## src/rtl/core/wga_pkg.sv

```systemverilog
// Shared constants, types and command structures of the weighted Gram accumulator.
`default_nettype none

package wga_pkg;

  // Number of basis functions. The 4-bit index fields limit it to 16.
  localparam int unsigned BASIS_COUNT = 16;
  localparam int unsigned BASIS_W     = (BASIS_COUNT > 1) ? $clog2(BASIS_COUNT) : 1;
  localparam int unsigned ENT_W       = 2 * BASIS_W;
  localparam int unsigned ENTRY_COUNT = 1 << ENT_W;

  // Field widths.
  localparam int unsigned OP_W     = 2;
  localparam int unsigned IDX_W    = 4;
  localparam int unsigned PHI_W    = 16;
  localparam int unsigned WGT_W    = 32;
  localparam int unsigned ACC_W    = 64;
  localparam int unsigned PMAG_W   = 31;  // |phi_i * phi_j| <= 2^30
  localparam int unsigned FULL_W   = 62;  // |p| * w < 2^62
  localparam int unsigned RND_SH   = 16;  // Q18.46 to Q34.30
  localparam int unsigned TERM_W   = FULL_W - RND_SH;

  // Index range limit, one bit wider than the index fields.
  localparam logic [IDX_W:0] BASIS_LIM  = (IDX_W + 1)'(BASIS_COUNT);
  localparam logic [BASIS_W-1:0] IDX_LAST = BASIS_W'(BASIS_COUNT - 1);

  // Operation codes of an input word.
  typedef enum logic [OP_W-1:0] {
    OP_LOAD   = 2'd0,
    OP_COMMIT = 2'd1,
    OP_READ   = 2'd2,
    OP_CLEAR  = 2'd3
  } opcode_e;

  // Commands from the controller to the datapath.
  typedef struct packed {
    logic               load_en;
    logic               clear_en;
    logic               weight_ld;
    logic               issue_vld;
    logic [BASIS_W-1:0] issue_row;
    logic [BASIS_W-1:0] issue_col;
    logic               read_en;
    logic               out_load;
  } wga_cmd_t;

  // Status from the datapath to the controller.
  typedef struct packed {
    logic pipe_busy;
  } wga_sts_t;

endpackage

`default_nettype wire

```

## src/rtl/core/wga_ctrl.sv

```systemverilog
// Controller state machine: accepts words, walks the matrix on a commit, sequences reads.
`default_nettype none

module wga_ctrl
  import wga_pkg::*;
(
  input  wire logic             clk_i,
  input  wire logic             rst_ni,
  input  wire logic             in_valid_i,
  output logic                  in_ready_o,
  input  wire logic [OP_W-1:0]  opcode_i,
  output logic                  out_valid_o,
  input  wire logic             out_ready_i,
  output wga_cmd_t              cmd_o,
  input  wire wga_sts_t         sts_i
);

  localparam logic [1:0] ST_IDLE   = 2'd0;
  localparam logic [1:0] ST_COMMIT = 2'd1;
  localparam logic [1:0] ST_DRAIN  = 2'd2;
  localparam logic [1:0] ST_READ   = 2'd3;

  logic [1:0]         state_q, state_d;
  logic [BASIS_W-1:0] row_q, row_d;
  logic [BASIS_W-1:0] col_q, col_d;
  logic               out_valid_q, out_valid_d;
  logic               in_acc;
  logic               out_slot;
  opcode_e            op;

  assign in_ready_o  = (state_q == ST_IDLE);
  assign in_acc      = in_valid_i && in_ready_o;
  assign op          = opcode_e'(opcode_i);
  assign out_valid_o = out_valid_q;
  assign out_slot    = !out_valid_q || out_ready_i;

  // Next state, walk counters and datapath commands.
  always_comb begin
    state_d        = state_q;
    row_d          = row_q;
    col_d          = col_q;
    cmd_o          = '0;
    cmd_o.issue_row = row_q;
    cmd_o.issue_col = col_q;
    unique case (state_q)
      ST_IDLE: begin
        if (in_acc) begin
          unique case (op)
            OP_LOAD:   cmd_o.load_en = 1'b1;
            OP_COMMIT: begin
              cmd_o.weight_ld = 1'b1;
              row_d   = '0;
              col_d   = '0;
              state_d = ST_COMMIT;
            end
            OP_READ: begin
              cmd_o.read_en = 1'b1;
              state_d = ST_READ;
            end
            OP_CLEAR:  cmd_o.clear_en = 1'b1;
            default:   cmd_o.clear_en = 1'b0;
          endcase
        end
      end
      ST_COMMIT: begin
        // One matrix entry enters the multiply-accumulate pipeline per cycle.
        cmd_o.issue_vld = 1'b1;
        if (col_q == IDX_LAST) begin
          col_d = '0;
          if (row_q == IDX_LAST) begin
            row_d   = '0;
            state_d = ST_DRAIN;
          end else begin
            row_d = row_q + BASIS_W'(1);
          end
        end else begin
          col_d = col_q + BASIS_W'(1);
        end
      end
      ST_DRAIN: begin
        if (!sts_i.pipe_busy) begin
          state_d = ST_IDLE;
        end
      end
      ST_READ: begin
        // Read data is in the datapath; move it out once the output slot frees.
        if (out_slot) begin
          cmd_o.out_load = 1'b1;
          state_d = ST_IDLE;
        end
      end
      default: state_d = ST_IDLE;
    endcase
  end

  // Output valid: set on load, cleared when the word is taken.
  always_comb begin
    out_valid_d = out_valid_q;
    if (out_valid_q && out_ready_i) begin
      out_valid_d = 1'b0;
    end
    if (cmd_o.out_load) begin
      out_valid_d = 1'b1;
    end
  end

  // Control registers.
  always_ff @(posedge clk_i or negedge rst_ni) begin
    if (!rst_ni) begin
      state_q     <= ST_IDLE;
      row_q       <= '0;
      col_q       <= '0;
      out_valid_q <= 1'b0;
    end else begin
      state_q     <= state_d;
      row_q       <= row_d;
      col_q       <= col_d;
      out_valid_q <= out_valid_d;
    end
  end

endmodule

`default_nettype wire

```

## config.mk

```make
export PLATFORM = sky130hd
export DESIGN_NAME = wga_ctrl
export DESIGN_NICKNAME = d
export VERILOG_FILES = /design/src/rtl/core/wga_pkg.sv /design/src/rtl/core/wga_ctrl.sv
export SDC_FILE = /design/constraint.sdc
export NUM_CORES = 1
export LEC_CHECK = 0
export ABC_AREA = 1
export CORE_MARGIN = 4
export CORE_UTILIZATION = 50
export DETAILED_ROUTE_END_ITERATION = 12
export DONT_BUFFER_PORTS = 1
export HOLD_SLACK_MARGIN = 0.06
export PLACE_DENSITY_LB_ADDON = 0.12
export SETUP_SLACK_MARGIN = 0.2
export SYNTH_ARGS = -nofsm -noshare
export SYNTH_HDL_FRONTEND = slang
export SYNTH_SLANG_ARGS = --single-unit
```

## constraint.sdc

```tcl
create_clock -name clk_i -period 1 [get_ports clk_i]
set_input_delay 0.05 -clock clk_i [delete_from_list [all_inputs] [get_ports clk_i]]
set_output_delay 0.05 -clock clk_i [all_outputs]
set_load 0.05 [all_outputs]
```

==> results of run 1 <==
==> synthesized netlist by cell type, drive strengths merged <==
| master | count |
|---|---|
| nand2 | 31 |
| ha | 2 |
| dfrtp | 11 |
| inv | 11 |
| or2 | 1 |
| xor2 | 1 |
| and3 | 1 |
| buf | 1 |
| a21oi | 2 |
| nor2 | 15 |
| nor3 | 2 |
| nand4 | 1 |
| o21ai | 7 |
| nand3 | 8 |
| nand3b | 1 |
| xnor2 | 1 |
==> stage by stage <==
| stage | cell area (um^2) | cells | util, % | hold WS [ps] |
|---|---|---|---|---|
| CTS | 1290 | 149 | 96.6 | 106 |
| detailed placement | 1090 | 139 | 81.5 | -245 |
| floorplan | 812 | 96 | - | -246 |
| global placement | 1090 | 139 | 81.5 | -245 |
==> kinds of logic after synthesis <==
| logic type | synth area share [%] |
|---|---|
| buffers and inverters | 6.76 |
| XOR/XNOR | 2.43 |
| flip-flops | 38.1 |
| AND/OR/NAND/NOR | 43.0 |
| AO/OA/AOI/OAI | 6.24 |
| adder cells (fa/ha/maj) | 3.47 |
==> timing repair <==
action,CTS
setup buffers,3
hold buffers,2
pin swaps,6
gates cloned,1
setup endpoints to repair,27
hold endpoints to repair,13
gates resized for setup,33
==> results_dict.tcl, run 1 <==
set metrics [dict create \
    status "aborted with a tool error" \
    lastStage "global routing" \
    tool.error "[ERROR DPL-0038] Utilization greater than 100%, impossible to legalize" \
    postGrtWorstEndpoint "cmd_o[12]" \
    synth.largest_area_cell "dfrtp_1" \
    clock-sinks 11 \
    gp_congestion 0.838 \
    syn_area_um2 722 \
    worstEpCategory "output port" \
    rows 13 \
    io_buffer_count 0 \
    die_x_um 46 \
    ys_seq_area_share_pct 38.1 \
    synth_seq_cells 11 \
    die_h_um 46 \
    pin_count 23 \
    cts_buffers 3 \
    grt_max_degree 12 \
    cts_root_buffer "clkbuf_4" \
    clk_path_buf_depth 2 \
    syn-num-nets 105 \
    start_util_pct 54.1 \
    post-dp-hpwl_um 1490 \
    synth_cell_types 22 \
    place_ws_ps -270 \
    synth_area_leaders "dfrtp_1 38%, nand2_1 14%, nand3_1 5.5%" \
    syn_inst 96 \
    htreeDepth 1 \
    synth.yosys.warnings 0 \
    syn_area_per_cell_um2 7.52 \
    yosysTopAreaCellShare_pct 38.1 \
]
==> run 2: changes to the inputs <==
Settings changed: CORE_AREA set to 4 4 65 67, CORE_MARGIN 4 to not set, CORE_UTILIZATION 50 to not set, DIE_AREA set to 0 0 69 71, HOLD_SLACK_MARGIN 0.06 to not set, PLACE_DENSITY_LB_ADDON 0.12 to 0.15, SETUP_SLACK_MARGIN 0.2 to not set.
Clock period 1 ns to 1.3 ns, I/O delays scaled along.
==> results_dict.tcl, run 2 <==
set metrics [dict create \
    powerDensity_mw_per_mm2 2580 \
    routed_wl_um 1830 \
    path_max_fanout 5 \
    synth_adder_area_share_pct 3.47 \
    drt-pass1-iter-count 4 \
    slew_violations 0 \
    grt_max_degree 12 \
    dr_wl_met2_um 865 \
    tightest_slew_ps 544 \
    r2r_start "state_q[1]" \
    startpoint "state_q[1]" \
    final_cell_mix "24 x nand2_1, 14 x buf_4, 9 x inv_1" \
    cts_root_buffer "clkbuf_8" \
    fin_nets 130 \
    die-area_mm2 0.00490 \
    ant_nets 0 \
    power_switching_mw 1.56 \
    die_x_um 69 \
    synth.largest_area_cell "dfrtp_1" \
    drt-initial-drc-count 22 \
    clkLatencyLatePin_ps 230 \
    ys_seq_area_share_pct 38.1 \
    grt_pass1_vias 712 \
    rows 22 \
    grt_pass1_wl_um 3240 \
    synth_common_cells "27 x nand2_1, 11 x dfrtp_1, 10 x nor2_1, 9 x inv_1, 8 x nand3_1" \
    top_regs "col_q (4), row_q (4), state_q (2)" \
    synth_compound_area_share_pct 6.24 \
    cts_buffers 3 \
    syn_inst 96 \
    p_int_mw 1.35 \
    post-route-util_pct 31.0 \
    layout-drive-gt1-share_pct 45.0 \
    htreeDepth 1 \
    cp-start-kind "register" \
    fin_worst_skew_ps 1.20 \
    fin_ws_ps 2.45 \
    syn-num-nets 105 \
    io_buffer_count 0 \
    wl_met3_um 109 \
    async_flop_share_pct 100 \
    hp-start "out_ready_i" \
    synthMuxAreaShare_pct 0 \
    die_h_um 71 \
    synth_xor_area_share_pct 2.43 \
    critPathKind "register to output port" \
    peakVddDrop_v 0.000981 \
    viasPerCell 4.15 \
    cts_tree "built" \
    dr_total_vias 697 \
    slew_headroom_pct 63.6 \
    drcViolationCount 0 \
    fin_crit_sh_pct 99.8 \
    synth_simple_gate_area_share_pct 43.0 \
    syn_area_per_cell_um2 7.52 \
    finalHoldViolCount 0 \
    synth_cell_types 22 \
    synth_area_leaders "dfrtp_1 38%, nand2_1 14%, nand3_1 5.5%" \
    m1WireLength_um 828 \
    cts.clk_slew.worst_paths_ps 50 \
    power_switching_share_pct 53.6 \
    cp.arrival_ps 1230 \
    antenna_found_initial 0 \
    cp_data_required_time_ps 1240 \
    antennaDiodeCount 0 \
    top_layer_used "met4" \
    syn_area_um2 722 \
    synth_seq_cells 11 \
    grt_usage_pct 8.18 \
    fin_area_mm2 0.00113 \
    wl_per_cell_um 10.9 \
    synth_edf_count 0 \
    crit_path_end_kind "output port" \
    syn_to_final_growth_pct 56.0 \
    synth.yosys.warnings 0 \
    place_area_mm2 0.00103 \
    nFillCells 389 \
    start_util_pct 19.9 \
    p_clk_share_pct 11.6 \
    rsz0062_at_grt "true" \
    place_ws_ps 16.4 \
    status "complete, no violations" \
    pwr-share-comb_pct 67.6 \
    core_area_mm2 0.00363 \
    post-dp-hpwl_um 1480 \
    clk_path_buf_depth 2 \
    pin_count 23 \
    clock-sinks 11 \
    setup_violations 0 \
    drv_cap 0 \
    fin_crit_ps 1300 \
    gp_congestion 0.789 \
    synth_top_family_by_area "simple AND/OR/NAND/NOR gates" \
    yosysMostFrequentCell "nand2_1" \
    final_common_cell "nand2_1" \
    power_leakage_nw 0.532 \
    fmax_mhz 771 \
    hp-class "primary input to register" \
    p_seq_share_pct 20.7 \
    synth-main-ff-cell "dfrtp_1" \
    grt-ovfl-total 0 \
    yosysTopAreaCellShare_pct 38.1 \
]
[run 2: critical path, stage by stage, from the launching register on]
cell and delay, ps:
dfrtp_2 440, nor2_4 130, nand2_4 110, nor3_4 170
buf_12 160
[run 2: final timing paths]
path                          endpoint  slack (ps)  depth (start not counted)
setup / recovery             cmd_o[13]           2                          4
hold / removal              state_q[1]         110                          3
setup reg to reg            state_q[0]          20                          9
hold reg to reg            out_valid_o         550                          2
max in group asynchronous     row_q[1]         650                          1
min in group asynchronous  out_valid_o         260                          1
[run 2: kinds of logic after synthesis]
family	after synthesis
AO/OA/AOI/OAI	9
XOR/XNOR	2
adder cells (fa/ha/maj)	2
buffers and inverters	12
flip-flops	11
AND/OR/NAND/NOR	60
[run 2: repair_timing]
item                                    4_1_cts  5_1_grt
buffers inserted                              2        0
pin swaps                                     2        1
endpoints found under the setup margin        4        9
resized for setup                             0        4
hold buffers                                  2        0
cloned                                        0        0
hold endpoints to repair                     12        0
[run 2: stage by stage]
step | hold WS (ps) | power, mW | setup TNS, ps | instances
2_1_floorplan | -231 | 1.99 | -961 | 96
3_3_place_gp | -230 | 2.47 | 0 | 160
3_5_place_dp | -230 | 2.49 | 0 | 160
4_1_cts | 112 | 2.92 | -18.1 | 168
5_1_grt | 146 | 3.13 | -272 | 168
6_report | 114 | 2.91 | 0 | 168
[run 2: final cells by class]
| type | instances | area [um^2] | area share (%) |
|---|---|---|---|
| well taps | 48 | 60.1 | 5.33 |
| multi-input cells | 73 | 475 | 42.2 |
| clock buffers | 4 | 45.0 | 4.00 |
| flip-flops and latches | 11 | 285 | 25.3 |
| repair buffers | 21 | 216 | 19.2 |
| inverters | 11 | 43.8 | 3.89 |
[run 2: layer usage]
| metal | vias up | global-route usage (%) |
|---|---|---|
| met4 | 0 | 5.21 |
| met5 | - | 0 |
| met1 | 327 | 9.42 |
| met2 | 17 | 13.7 |
| li1 | 351 | - |
| met3 | 2 | 1.85 |
[run 2: power groups by stage]
stage | combinational (mW) | sequential [mW] | clock (mW)
floorplan | 1.05 | 0.938 | 0
global placement | 1.85 | 0.617 | 0
detailed placement | 1.87 | 0.618 | 0
CTS | 1.96 | 0.603 | 0.358
global route | 2.14 | 0.618 | 0.374
finish | 1.97 | 0.603 | 0.339
No activity file was read; power rests on OpenSTA's default activity.
==> run 3: changes to the inputs <==
--- a/config.mk
+++ b/config.mk
@@ -8,8 +8,10 @@
 export ABC_AREA = 1
 export CORE_AREA = 4 4 65 67
+export CTS_CLUSTER_SIZE = 20
 export DETAILED_ROUTE_END_ITERATION = 12
 export DIE_AREA = 0 0 69 71
 export DONT_BUFFER_PORTS = 1
 export PLACE_DENSITY_LB_ADDON = 0.15
+export SETUP_SLACK_MARGIN = 0.3
 export SYNTH_ARGS = -nofsm -noshare
 export SYNTH_HDL_FRONTEND = slang
==> constraint.sdc (replaced) <==
create_clock -name clk_i -period 1.3 [get_ports clk_i]
set_input_delay 0.065 -clock clk_i [delete_from_list [all_inputs] [get_ports clk_i]]
set_output_delay 0.065 -clock clk_i [all_outputs]
set_load 0.005 [all_outputs]
==> results_dict.tcl, run 3 (same netlist as run 2, synthesis figures left out) <==
set metrics [dict create \
    status "complete, no violations" \
    finalHoldViolCount 0 \
    top_regs "col_q (4), row_q (4), state_q (2)" \
    grtUsageMet2_pct 14.7 \
    clock-sinks 11 \
    gp_congestion 0.748 \
    path_max_fanout 5 \
    drt-pass1-iter-count 4 \
    final_cell_mix "22 x nand2_1, 9 x inv_1, 9 x dfrtp_1, 9 x buf_4, 7 x nor2_4" \
    fin_worst_skew_ps 0.638 \
    p_total_mw 2.60 \
    dr_total_vias 681 \
    ant_nets 0 \
    grt_usage_pct 8.58 \
    cp.arrival_ps 1360 \
    cts_root_buffer "clkbuf_8" \
    viasPerCell 4.15 \
    setup_violations 0 \
    p_seq_share_pct 22.1 \
    wl_per_cell_um 12.7 \
    syn_to_final_growth_pct 51.0 \
    grt_max_degree 12 \
    power_leakage_nw 0.526 \
    cp_data_required_time_ps 1430 \
    htreeDepth 1 \
    path_cells "buf_6 -> inv_4 -> nor2_4 -> nand2_2 -> inv_2 -> nor2_4 -> nand2_1 -> nand2_1" \
    drv_cap 0 \
    core_area_mm2 0.00363 \
    grt_pass1_vias 700 \
    drcViolationCount 0 \
    grt_pass1_wl_um 3320 \
    dp.cells 152 \
    fin_cells 164 \
    rows 22 \
    pin_count 23 \
    crit_buf_inv 3 \
    drt-initial-drc-count 6 \
    use_met1_pct 9.48 \
    fin_crit_ps 1230 \
    slew_headroom_pct 61.5 \
    die-area_mm2 0.00490 \
    power_switching_share_pct 45.7 \
    rsz0062_at_grt "true" \
    crit_path_end_kind "register" \
    grt-ovfl-total 0 \
    cp-start-kind "register" \
    top_usage_layer "met2" \
    p_int_mw 1.41 \
    clk_path_buf_depth 2 \
    die_h_um 71 \
    cp_slowest_stage_delay_ps 400 \
    powerDensity_mw_per_mm2 2390 \
    cp_top_family "simple AND/OR/NAND/NOR gates" \
    cts.clk_slew.worst_paths_ps 50 \
    routed_wl_um 2090 \
    cts_tree "built" \
    fin_crit_sh_pct 94.9 \
    clkLatencyLatePin_ps 240 \
    hold_ws_ps 91.3 \
    power_switching_mw 1.19 \
    io_buffer_count 0 \
    cts_buffers 3 \
    antennaDiodeCount 0 \
    critPathKind "register to register" \
    antenna_found_initial 0 \
    fmax_mhz 811 \
    layout-drive-gt1-share_pct 42.2 \
    peakVddDrop_v 0.000491 \
    p_clk_share_pct 13.6 \
    pwr-share-comb_pct 64.4 \
    final_common_cell "nand2_1" \
    die_x_um 69 \
    tightest_slew_ps 575 \
    fin_nets 126 \
    grtUsageMet3_pct 1.70 \
    crit_slowest_cell "dfrtp_2" \
    final.setup.tns_ps 0 \
    post-dp-hpwl_um 1420 \
    slew_violations 0 \
    start_util_pct 19.9 \
    hp-class "primary input to register" \
    post-route-util_pct 30.0 \
]
run 3: path summary, 6_finish.rpt:
kind,startpoint,endpoint,slack (ps),depth (start not counted)
setup / recovery,state_q[0],row_q[1],70,8
hold / removal,out_ready_i,state_q[1],90,3
setup reg to reg,state_q[0],row_q[1],70,8
hold reg to reg,col_q[3],col_q[3],610,2
max in group asynchronous,rst_ni,state_q[0],630,1
min in group asynchronous,rst_ni,col_q[3],260,1
run 3: power by group through the flow:
stage / Clock, mW / Combinational [mW] / Sequential (mW)
floorplan: 0 / 0.768 / 0.624
global placement: 0 / 1.14 / 0.599
detailed placement: 0 / 1.15 / 0.599
CTS: 0.369 / 1.45 / 0.570
global route: 0.386 / 1.82 / 0.590
finish: 0.354 / 1.67 / 0.574
run 3: per-stage QoR:
| stage | setup slack [ps] | instance area [um^2] |
|---|---|---|
| 2_1_floorplan | 121 | 743 |
| 3_3_place_gp | 72.8 | 863 |
| 3_5_place_dp | 89.2 | 863 |
| 4_1_cts | 62.7 | 1010 |
| 5_1_grt | 24.9 | 1090 |
| 6_report | 66.7 | 1090 |
run 3: area by class of cell:
class | count | area, um^2
fillers | 403 | 2540
multi-input cells | 74 | 519
flip-flops and latches | 11 | 278
repair buffers | 16 | 144
well taps | 48 | 60.1
clock buffers | 4 | 45.0
inverters | 11 | 43.8
run 3: repair_timing:
item | in CTS | in global routing
gates resized for setup | 12 | 16
pin swaps | 3 | 10
setup endpoints to repair | 17 | 17
endpoints found under the hold margin | 12 | 0
setup buffers | 3 | 2
hold buffers | 2 | 0
cloned | 1 | 0
run 3: worst reg2reg max path, cell delays in order (launching register included):
cell	delay, ps
dfrtp_2	400
buf_6	130
inv_4	40
nor2_4	160
nand2_2	100
inv_2	130
nor2_4	60
nand2_1	50
nand2_1	50
run 3: routing by layer:
metal | vias to the layer above | share of wire (%) | wire, um
met5 | - | 0 | 0
met4 | 0 | 4.3 | 89
met3 | 7 | 4.5 | 94
met2 | 17 | 51 | 1070
met1 | 307 | 40 | 836
li1 | 350 | - | -
